==> src/hw/rtl/woffa_pkg.sv <==
`timescale 1ns / 1ps
`default_nettype none

package woffa_pkg;

    localparam int WORDS    = 64;
    localparam int PID_BITS = 8;
    localparam int IDX_W    = $clog2(WORDS);
    localparam int CW       = (IDX_W + 1 > 7) ? IDX_W + 1 : 7;

    localparam int SIZE_W  = 7;
    localparam int WORD_W  = 6;
    localparam int PIDIN_W = 8;
    localparam int OWN_W   = 8;

    localparam int S_TDATA_W = 40;
    localparam int S_TUSER_W = 2;
    localparam int M_TDATA_W = 16;
    localparam int M_TUSER_W = 2;

    typedef enum logic [1:0] {
        MODE_FIND  = 2'd0,
        MODE_CLAIM = 2'd1,
        MODE_FREE  = 2'd2,
        MODE_QUERY = 2'd3
    } t_mode;

    typedef enum logic [1:0] {
        ST_DONE      = 2'd0,
        ST_NOT_FOUND = 2'd1,
        ST_BAD_RANGE = 2'd2
    } t_status;

    typedef enum logic [1:0] {
        S_IDLE,
        S_RUN,
        S_DONE
    } t_state;

    typedef struct packed {
        logic                used;
        logic [PID_BITS-1:0] owner;
    } t_cell;

    typedef struct packed {
        t_mode              mode;
        logic [SIZE_W-1:0]  block_size;
        logic [WORD_W-1:0]  first_word;
        logic [WORD_W-1:0]  last_word;
        logic [PIDIN_W-1:0] process_id;
        logic [WORD_W-1:0]  word_index;
    } t_item;

    typedef struct packed {
        logic             clear;
        logic             step;
        logic [IDX_W-1:0] idx;
    } t_head_ctl;

    typedef struct packed {
        t_status           status;
        logic [WORD_W-1:0] found_start;
        logic [OWN_W-1:0]  owner_id;
        logic              owner_valid;
    } t_result;

endpackage

`default_nettype wire

==> src/hw/rtl/word_owner_first_fit_allocator.sv <==
`timescale 1ns / 1ps
`default_nettype none

// channel  | dir | fields, lowest bit first
// s_axis   | in  | tuser: mode[1:0]; tdata: block_size[6:0] first_word[12:7]
//          |     |   last_word[18:13] process_id[26:19] word_index[32:27]
// m_axis   | out | tuser: status[1:0]; tdata: found_start[5:0] owner_id[13:6]
//          |     |   owner_valid[14]
//
// every command rotates the 64-cell map once through the head unit, then posts the
// result once the output register is free and returns to idle for the next transfer
// the head unit sees the words in ascending order, one per cycle
// synchronous active-low reset marks every word free; owner ids are not cleared
// a command is taken while an earlier result waits in the output register;
// the result is posted once that register is free

module word_owner_first_fit_allocator (
    input  wire logic                            i_clk,
    input  wire logic                            i_rst_n,
    input  wire logic                            s_axis_tvalid,
    output      logic                            s_axis_tready,
    input  wire logic [woffa_pkg::S_TDATA_W-1:0] s_axis_tdata,  // block_size first_word last_word process_id word_index
    input  wire logic [woffa_pkg::S_TUSER_W-1:0] s_axis_tuser,  // mode
    output      logic                            m_axis_tvalid,
    input  wire logic                            m_axis_tready,
    output      logic [woffa_pkg::M_TDATA_W-1:0] m_axis_tdata,  // found_start owner_id owner_valid
    output      logic [woffa_pkg::M_TUSER_W-1:0] m_axis_tuser   // status
);
    import woffa_pkg::*;

    t_state           r_state;
    t_state           n_state;
    logic [IDX_W-1:0] r_cnt;
    t_item            r_item;
    logic             r_m_valid;
    logic [M_TDATA_W-1:0] r_m_tdata;
    logic [M_TUSER_W-1:0] r_m_tuser;

    logic      accept;
    logic      last_word;
    logic      load_out;
    logic      shift;
    t_head_ctl head_ctl;
    t_result   result;
    t_cell     cells [WORDS];
    t_cell     tail_in;

    assign accept    = s_axis_tvalid && s_axis_tready;
    assign last_word = (r_cnt == IDX_W'(WORDS - 1));

    always_comb begin
        n_state = r_state;
        unique case (r_state)
            S_IDLE: if (accept) n_state = S_RUN;
            S_RUN:  if (last_word) n_state = S_DONE;
            S_DONE: if (!r_m_valid || m_axis_tready) n_state = S_IDLE;
            default: n_state = S_IDLE;
        endcase
    end

    always_comb begin
        s_axis_tready = 1'b0;
        shift         = 1'b0;
        load_out      = 1'b0;
        unique case (r_state)
            S_IDLE: s_axis_tready = 1'b1;
            S_RUN:  shift = 1'b1;
            S_DONE: load_out = !r_m_valid || m_axis_tready;
            default: s_axis_tready = 1'b0;
        endcase
    end

    always_ff @(posedge i_clk) begin
        if (!i_rst_n) begin
            r_state <= S_IDLE;
            r_cnt   <= '0;
        end else begin
            r_state <= n_state;
            if (accept) begin
                r_cnt <= '0;
            end else if (shift) begin
                r_cnt <= r_cnt + IDX_W'(1);
            end
        end
    end

    always_ff @(posedge i_clk) begin
        if (accept) begin
            r_item.mode       <= t_mode'(s_axis_tuser);
            r_item.block_size <= s_axis_tdata[6:0];
            r_item.first_word <= s_axis_tdata[12:7];
            r_item.last_word  <= s_axis_tdata[18:13];
            r_item.process_id <= s_axis_tdata[26:19];
            r_item.word_index <= s_axis_tdata[32:27];
        end
    end

    always_ff @(posedge i_clk) begin
        if (!i_rst_n) begin
            r_m_valid <= 1'b0;
        end else if (load_out) begin
            r_m_valid <= 1'b1;
        end else if (m_axis_tready) begin
            r_m_valid <= 1'b0;
        end
    end

    always_ff @(posedge i_clk) begin
        if (load_out) begin
            r_m_tdata <= {1'b0, result.owner_valid, result.owner_id, result.found_start};
            r_m_tuser <= result.status;
        end
    end

    assign m_axis_tvalid = r_m_valid;
    assign m_axis_tdata  = r_m_tdata;
    assign m_axis_tuser  = r_m_tuser;

    assign head_ctl.clear = accept;
    assign head_ctl.step  = shift;
    assign head_ctl.idx   = r_cnt;

    woffa_head u_head (
        .i_clk    (i_clk),
        .i_rst_n  (i_rst_n),
        .i_item   (r_item),
        .i_ctl    (head_ctl),
        .i_cell   (cells[0]),
        .o_cell   (tail_in),
        .o_result (result)
    );

    for (genvar g = 0; g < WORDS; g++) begin : g_cell
        if (g == WORDS - 1) begin : g_tail
            woffa_cell u_cell (
                .i_clk   (i_clk),
                .i_rst_n (i_rst_n),
                .i_shift (shift),
                .i_cell  (tail_in),
                .o_cell  (cells[g])
            );
        end else begin : g_body
            woffa_cell u_cell (
                .i_clk   (i_clk),
                .i_rst_n (i_rst_n),
                .i_shift (shift),
                .i_cell  (cells[g+1]),
                .o_cell  (cells[g])
            );
        end
    end

endmodule

`default_nettype wire

==> src/hw/rtl/woffa_cell.sv <==
`timescale 1ns / 1ps
`default_nettype none

module woffa_cell (
    input  wire logic              i_clk,
    input  wire logic              i_rst_n,
    input  wire logic              i_shift,
    input  wire woffa_pkg::t_cell  i_cell,
    output woffa_pkg::t_cell       o_cell
);
    import woffa_pkg::*;

    logic                r_used;
    logic [PID_BITS-1:0] r_owner;

    always_ff @(posedge i_clk) begin
        if (!i_rst_n) begin
            r_used <= 1'b0;
        end else if (i_shift) begin
            r_used <= i_cell.used;
        end
    end

    always_ff @(posedge i_clk) begin
        if (i_shift) begin
            r_owner <= i_cell.owner;
        end
    end

    assign o_cell.used  = r_used;
    assign o_cell.owner = r_owner;

endmodule

`default_nettype wire

==> src/hw/rtl/woffa_head.sv <==
`timescale 1ns / 1ps
`default_nettype none

module woffa_head (
    input  wire logic                  i_clk,
    input  wire logic                  i_rst_n,
    input  wire woffa_pkg::t_item      i_item,
    input  wire woffa_pkg::t_head_ctl  i_ctl,
    input  wire woffa_pkg::t_cell      i_cell,
    output woffa_pkg::t_cell           o_cell,
    output woffa_pkg::t_result         o_result
);
    import woffa_pkg::*;

    logic [CW-1:0]       r_run;
    logic                r_found;
    logic [WORD_W-1:0]   r_start;
    logic                r_own_valid;
    logic [PID_BITS-1:0] r_owner;

    logic [CW-1:0] c_ext;
    logic [CW-1:0] first_ext;
    logic [CW-1:0] last_ext;
    logic [CW-1:0] size_ext;
    logic [CW-1:0] widx_ext;
    logic [CW-1:0] n_run;
    logic [CW-1:0] start_full;
    logic          in_range;
    logic          hit;

    assign c_ext      = CW'(i_ctl.idx);
    assign first_ext  = CW'(i_item.first_word);
    assign last_ext   = CW'(i_item.last_word);
    assign size_ext   = CW'(i_item.block_size);
    assign widx_ext   = CW'(i_item.word_index);
    assign in_range   = (c_ext >= first_ext) && (c_ext <= last_ext);
    assign n_run      = i_cell.used ? '0 : r_run + CW'(1);
    assign start_full = c_ext + CW'(1) - size_ext;
    assign hit        = (i_item.mode == MODE_FIND) && !r_found
                        && (i_item.block_size != '0) && (n_run == size_ext);

    // write-back of the word leaving the head towards the tail
    always_comb begin
        o_cell = i_cell;
        unique case (i_item.mode)
            MODE_CLAIM: begin
                if (in_range) begin
                    o_cell.used  = 1'b1;
                    o_cell.owner = PID_BITS'(i_item.process_id);
                end
            end
            MODE_FREE: begin
                if (in_range) begin
                    o_cell.used = 1'b0;
                end
            end
            default: begin
                o_cell = i_cell;
            end
        endcase
    end

    always_ff @(posedge i_clk) begin
        if (!i_rst_n) begin
            r_run       <= '0;
            r_found     <= 1'b0;
            r_own_valid <= 1'b0;
        end else if (i_ctl.clear) begin
            r_run       <= '0;
            r_found     <= 1'b0;
            r_own_valid <= 1'b0;
        end else if (i_ctl.step) begin
            r_run <= n_run;
            if (hit) begin
                r_found <= 1'b1;
            end
            if ((i_item.mode == MODE_QUERY) && (c_ext == widx_ext) && i_cell.used) begin
                r_own_valid <= 1'b1;
            end
        end
    end

    always_ff @(posedge i_clk) begin
        if (i_ctl.step) begin
            if (hit) begin
                r_start <= WORD_W'(start_full);
            end
            if (c_ext == widx_ext) begin
                r_owner <= i_cell.owner;
            end
        end
    end

    always_comb begin
        o_result.found_start = r_found ? r_start : '0;
        o_result.owner_valid = r_own_valid;
        o_result.owner_id    = r_own_valid ? OWN_W'(r_owner) : '0;
        unique case (i_item.mode) inside
            MODE_FIND:  o_result.status = r_found ? ST_DONE : ST_NOT_FOUND;
            MODE_CLAIM,
            MODE_FREE:  o_result.status = (i_item.last_word < i_item.first_word)
                                          ? ST_BAD_RANGE : ST_DONE;
            default:    o_result.status = ST_DONE;
        endcase
    end

endmodule

`default_nettype wire

==> config.mk <==
export PLATFORM = sky130hd
export DESIGN_NAME = word_owner_first_fit_allocator
export DESIGN_NICKNAME = d
export VERILOG_FILES = /design/src/hw/rtl/woffa_pkg.sv /design/src/hw/rtl/word_owner_first_fit_allocator.sv /design/src/hw/rtl/woffa_cell.sv /design/src/hw/rtl/woffa_head.sv
export SDC_FILE = /design/constraint.sdc
export NUM_CORES = 1
export LEC_CHECK = 0
export BUFFER_PORTS_ARGS = -buffer_cell sky130_fd_sc_hd__clkbuf_2
export CAP_MARGIN = 20
export CORE_ASPECT_RATIO = 0.5
export CORE_MARGIN = 5
export CORE_UTILIZATION = 56
export DETAILED_ROUTE_END_ITERATION = 10
export MAX_ROUTING_LAYER = met4
export PLACE_DENSITY = 0.78
export SLEW_MARGIN = 10
export SYNTH_ARGS = -nofsm -noshare
export SYNTH_HDL_FRONTEND = slang
export SYNTH_SLANG_ARGS = --single-unit
==> constraint.sdc <==
create_clock -name i_clk -period 17.71 [get_ports i_clk]
set_input_delay 0.8855 -clock i_clk [delete_from_list [all_inputs] [get_ports i_clk]]
set_output_delay 0.8855 -clock i_clk [all_outputs]
set_load 0.01 [all_outputs]
# --- Yosys cells after proc, flatten, opt, wreduce, memory -nomap -nowiden ---
# Cells that the tools add are included.
op_classes:
  add_sub_neg: 4
  order_cmp: 3
  n_eq_ne: 11
  mux: 17
  n_bitwise: 1
  reduce_logical: 20
op_table:
  columns: ["op", "n"]
  rows:
  - ["adder 6 x 1 -> 6 bit, second input constant", 2]
  - ["two-way mux 9 bit", 1]
  - ["two-way mux 2 bit", 4]
  - ["two-way mux 8 bit", 1]
  - ["adder 7 x 1 -> 7 bit, second input constant", 1]
  - ["== test 7 bit", 1]
  - ["logical AND 1 bit", 7]
  - ["two-way mux 1 bit", 7]
  - ["two-way mux 7 bit", 1]
  - ["nonzero test 7 bit", 1]
  - ["== test 2 bit, second input constant", 3]
  - ["== test 6 bit", 1]
  - ["== test 6 bit, second input constant", 1]
  - [">= comparator 6 bit", 1]
  - ["<= comparator 6 bit", 1]
  - ["< comparator 6 bit", 1]
  - ["inequality test 2 bit, second input constant", 3]
  - ["one-hot mux 2 bit (3 select lines)", 1]
  - ["AND reduction 2 bit", 3]
  - ["subtractor 6 bit", 1]
  - ["== test 2 x 1 -> 1 bit, second input constant", 2]
  - ["logical NOT 2 bit", 2]
  - ["one-hot mux 2 bit (2 select lines)", 1]
  - ["OR reduction 2 bit", 2]
  - ["6 further kinds", 7]
totals:
  register_bits: 660
  in_bits: 46
  output_inout_bits: 20
  elab_cells: 202

# --- Depth between registers and ports, before layout ---
depth:
  ltp_word: 5
  ltp_mapped: 10
  mapped_depth_nobuf: 10

# --- Cells and area by module ---
# Synthesis repeated with hierarchy kept, for this count alone.
unflattened:
  cells_unflattened: 1082
  hier_area_um2: 22186.3
modules_own_cells:
  columns: ["mod", "n_inst", "cells_per_inst", "area_per_inst_um2", "seq_area_each_um2"]
  rows:
  - ["woffa_cell", 64, 12, 284.0, 260.2]
  - ["woffa_head", 1, 215, 2039.5, 600.6]
  - ["word_owner_first_fit_allocator", 1, 99, 1969.4, 1741.7]

# --- Worst setup path before layout ---
# Ideal clock, no wire load.
synth_timing:
  path_type: "reg-to-reg"
  from: "register r_state[1]"
  to: "register g_cell[0].g_body.u_cell.r_owner[0], enable pin"
  setup_ns: 1.076
  t_arrival_ns: 14.888
  t_required_ns: 16.634
  path_slack_ns: 1.746
  stages_incl_launch_ff: 6
  n_path_buf: 3
  period_less_slack_ns: 15.964
  cell_sequence: "dfxtp_1 -> nand2b_1 -> clkbuf_1 -> inv_1 -> clkbuf_1 -> clkbuf_1"
synth_via:
  elab_chain_cells: 2
synth_lines:
  columns: ["item", "line_no", "text"]
  rows:
  - ["start: declaration", "word_owner_first_fit_allocator.sv:31", "t_state r_state;"]
  - ["start signal: assignment", "word_owner_first_fit_allocator.sv:78", "r_state <= n_state;"]
  - ["== test 2 x 1 -> 1 bit", "word_owner_first_fit_allocator.sv:65", "unique case (r_state)"]
  - ["two-way mux 1 bit", "word_owner_first_fit_allocator.sv:65", null]
  - ["end signal: assignment", "woffa_cell.sv:26", "r_owner <= i_cell.owner;"]
  - ["end: declaration", "woffa_cell.sv:14", "logic [PID_BITS-1:0] r_owner;"]
# Every way passes these cells.
# A chain may end at the register's enable or synchronous reset.

# --- Worst setup path in the final report ---
layout_timing:
  from: "register r_state[1]"
  to: "register g_cell[35].g_body.u_cell.r_owner[7], enable pin"
layout_via:
  elab_chain_cells: 2
layout_lines:
  columns: ["item", "line_no"]
  rows:
  - ["== test 2 x 1 -> 1 bit", "word_owner_first_fit_allocator.sv:65"]
  - ["two-way mux 1 bit", "word_owner_first_fit_allocator.sv:65"]
  - ["end signal: assignment", "woffa_cell.sv:26"]
  - ["end: declaration", "woffa_cell.sv:14"]
# Every way passes these cells.

==> metrics.md <==
| Metric | Value |
|---|---|
| Outcome | finished, final reports clean |
| Crit Path Max Fanout | 152 |
| Worst hold path type | register to register |
| Antenna Nets Post-Route | 0 |
| Die width | 288.3 um |
| Power, Total | 3081 uW |
| Slew Limit Fails | 0 |
| Most frequent cells in the layout | edfxtp_1, nand2_1, dfxtp_1 |
| Cell taking the most area after synthesis | edfxtp_1 |
| Clk buf depth | 3 |
| Core region area | 0.03779 mm^2 |
| Crit path launch type | register |
| Post-CTS Resized | 0 |
| Initial Util | 57.38% |
| Worst Clk Skew | 0.01890 ns |
| Commonest non-fill, non-tap cell in the layout | edfxtp_1 |
| Initial antenna violation count | 0 |
| Syn nets | 1188 |
| Highest routed metal layer | met4 |
| CTS tree | built |
| Detailed router's first-iteration violation count | 848 |
| Syn Area/Cell | 19.55 um^2 |
| Met3 WL | 1.285 mm |
| First-pass GRT wire length | 49.00 mm |
| Period minus WS final | 4.981 ns |
| Dpl cells | 1666 |
| CTS buffer count | 51 |
| Gpl congestion | 0.8205 |
| Seq/Total Area, Yosys | 87.62% |
| Yosys warns | 0 |
| Area added between synthesis and finish | 12.45% |
| Max-cap viol count | 0 |
| H-tree levels | 2 |
| Total GRT Usage | 14.91% |
| Port buffer count | 57 |
| Post-CTS Setup Repair Bufs | 0 |
| # nets final | 1279 |
| Arr. time, crit path | 5.17 ns |
| Die area | 0.04299 mm^2 |
| Fin Setup TNS | 0 ns |
| # IOs | 66 |
| Reg2reg start | r_state[1] |
| Drt via density | 5.172 |
| Non-filler cells, final | 1760 |
| Final Setup Violations | 0 |
| Critical Path RT | 17.89 ns |
| Total clock sinks | 660 |
| TritonRoute pass-1 iters | 5 |
| RSZ-0062 raised after global routing | no |
| Dpl hpwl | 15.27 mm |
| Via count | 9103 |
| Mapped Cells | 1109 |
| Routed metal-1 wire length | 14.50 mm |
| Final WL | 31.18 mm |
| Leakage | 0.008283 uW |
| Routed wl met2 | 14.72 mm |
| CTS Root Cell | clkbuf_16 |
| Number of global-route vias before repair | 9009 |
| Yosys cell types | 51 |
| Reg clk slew, reported paths | 0.08 ns |
| Largest net degree at the start of global routing | 153 |
| Clock latency on the worst-skew pair | 0.58 ns |
| Flops & latches, synth | 660 |
| Layout cells sized above 1 | 13.39% |
| Die height | 149.1 um |
| Relative slew slack | 27.04% |
| Crit end category | register |
| Number of hold violations in the final report | 0 |
| Mapped cell area | 0.02168 mm^2 |
| Rows | 50 |
| Fmax | 200.8 MHz |
| Post-synth EDFFs | 578 |
| Top post-synthesis cells by area | edfxtp_1, dfxtp_1, nand2_1 |
| Peak supply drop | 0.06885 mV |
| Final worst path period share | 28.12% |
| Post-synth top flop | edfxtp_1 |
| DRC violations left | 0 |
| Tightest Pin Transition | 1.094 ns |
| Final global-route overflow total | 0 |
| Worst setup path start | r_state[1] |
| Post-synth top area share | 80.05% |
| Routed wire per std cell | 17.72 um |
| PwrDens | 126.4 mW/mm^2 |
| Diodes inserted | 0 |
| Final core utilization | 64.53% |
| Critical setup path kind | register to register |
| Share of synthesized registers carrying an async set or reset | 0% |
| Hold Buf Count CTS | 0 |
| Hold Crit Start | g_cell[3].g_body.u_cell.r_owner[4] |
==> Yosys cell counts (all sizes together) (3+ instances only) <==
cell    instances
nand3           8
and2           16
inv            29
or3             5
a21o            5
xnor2           9
xor2            9
clkbuf         25
nand2         140
buf             3
mux2            8
ha             32
edfxtp        578
dfxtp          82
a21oi          19
nor2           19
nor2b           4
o21ai          12
a21boi         64
nand2b          6
nand4           5
==> layer usage <==
layer  global-route usage [%]  up-vias
met5                        -        -
met4                    4.456        0
met3                    3.053       58
met2                    22.21      160
met1                    21.32     4581
li1                         -     4304
==> path summary, 6_finish.rpt <==
path	to	slack (ns)	depth (start not counted)
min	g_cell[2].g_body.u_cell.r_owner[4]	0.41	0
max reg2reg	g_cell[35].g_body.u_cell.r_owner[7]	12.73	6
min reg2reg	g_cell[2].g_body.u_cell.r_owner[4]	0.41	0
max	g_cell[35].g_body.u_cell.r_owner[7]	12.73	6
==> flip-flops by register name, summed over array words and instances (netlist names) <==
register,cells
g_cell.g_body.u_cell.r_owner,504
g_cell.g_body.u_cell.r_used,63
g_cell.g_tail.u_cell.r_owner,8
g_cell.g_tail.u_cell.r_used,1
m_axis_tdata,15
m_axis_tuser,2
m_axis_tvalid,1
r_cnt,6
r_item,35
r_state,2
u_head.r_found,1
u_head.r_own_valid,1
u_head.r_owner,8
u_head.r_run,7
u_head.r_start,6
==> worst max-delay path: stages (launching register included) <==
cell and delay, ns:
dfxtp_1 0.35, nand2b_2 0.18, buf_4 0.35, inv_8 0.70, buf_4 0.95, buf_4 0.94
buf_4 0.87
==> cells by family after synthesis <==
| kind of cell | count (synthesis) | synth area share (%) |
|---|---|---|
| xor gates and xnor gates | 18 | 0.7271 |
| buffers and inverters | 57 | 1.010 |
| other | 1 | 0.01729 |
| adders and majority gates | 33 | 1.939 |
| and+or+nand+nor | 216 | 4.443 |
| AOI/OAI and AO/OA | 115 | 3.785 |
| DFF | 660 | 87.62 |
| muxes | 9 | 0.4616 |
==> area by class of cell <==
type	instances	area, um^2
sequential	660	19000
clock buffer	60	1331
inverter	29	116.4
timing repair buffer	66	372.9
tap	520	650.6
multi-input combinational	392	2484
fill	2457	13400
clock inverter	33	429.2
==> power breakdown <==
part           internal (uW)  total (uW)  leakage (uW)  switching [uW]
Sequential              1780        1800       0.00615            24.9
Clock                    687        1220      0.000873             528
Combinational           15.0        64.6       0.00126            49.6
Total                   2480        3080       0.00828             602
==> through the flow <==
| step | area (um^2) | hold WS (ns) | setup WS, ns |
|---|---|---|---|
| 2_1_floorplan | 21680 | 0.4003 | 1.746 |
| 3_3_place_gp | 22590 | 0.4040 | 12.95 |
| 3_5_place_dp | 22590 | 0.4045 | 12.70 |
| 4_1_cts | 24350 | 0.4123 | 12.74 |
| 5_1_grt | 24380 | 0.4202 | 12.38 |
| 6_report | 24380 | 0.4062 | 12.73 |
Power figures use the tool's default switching activity.
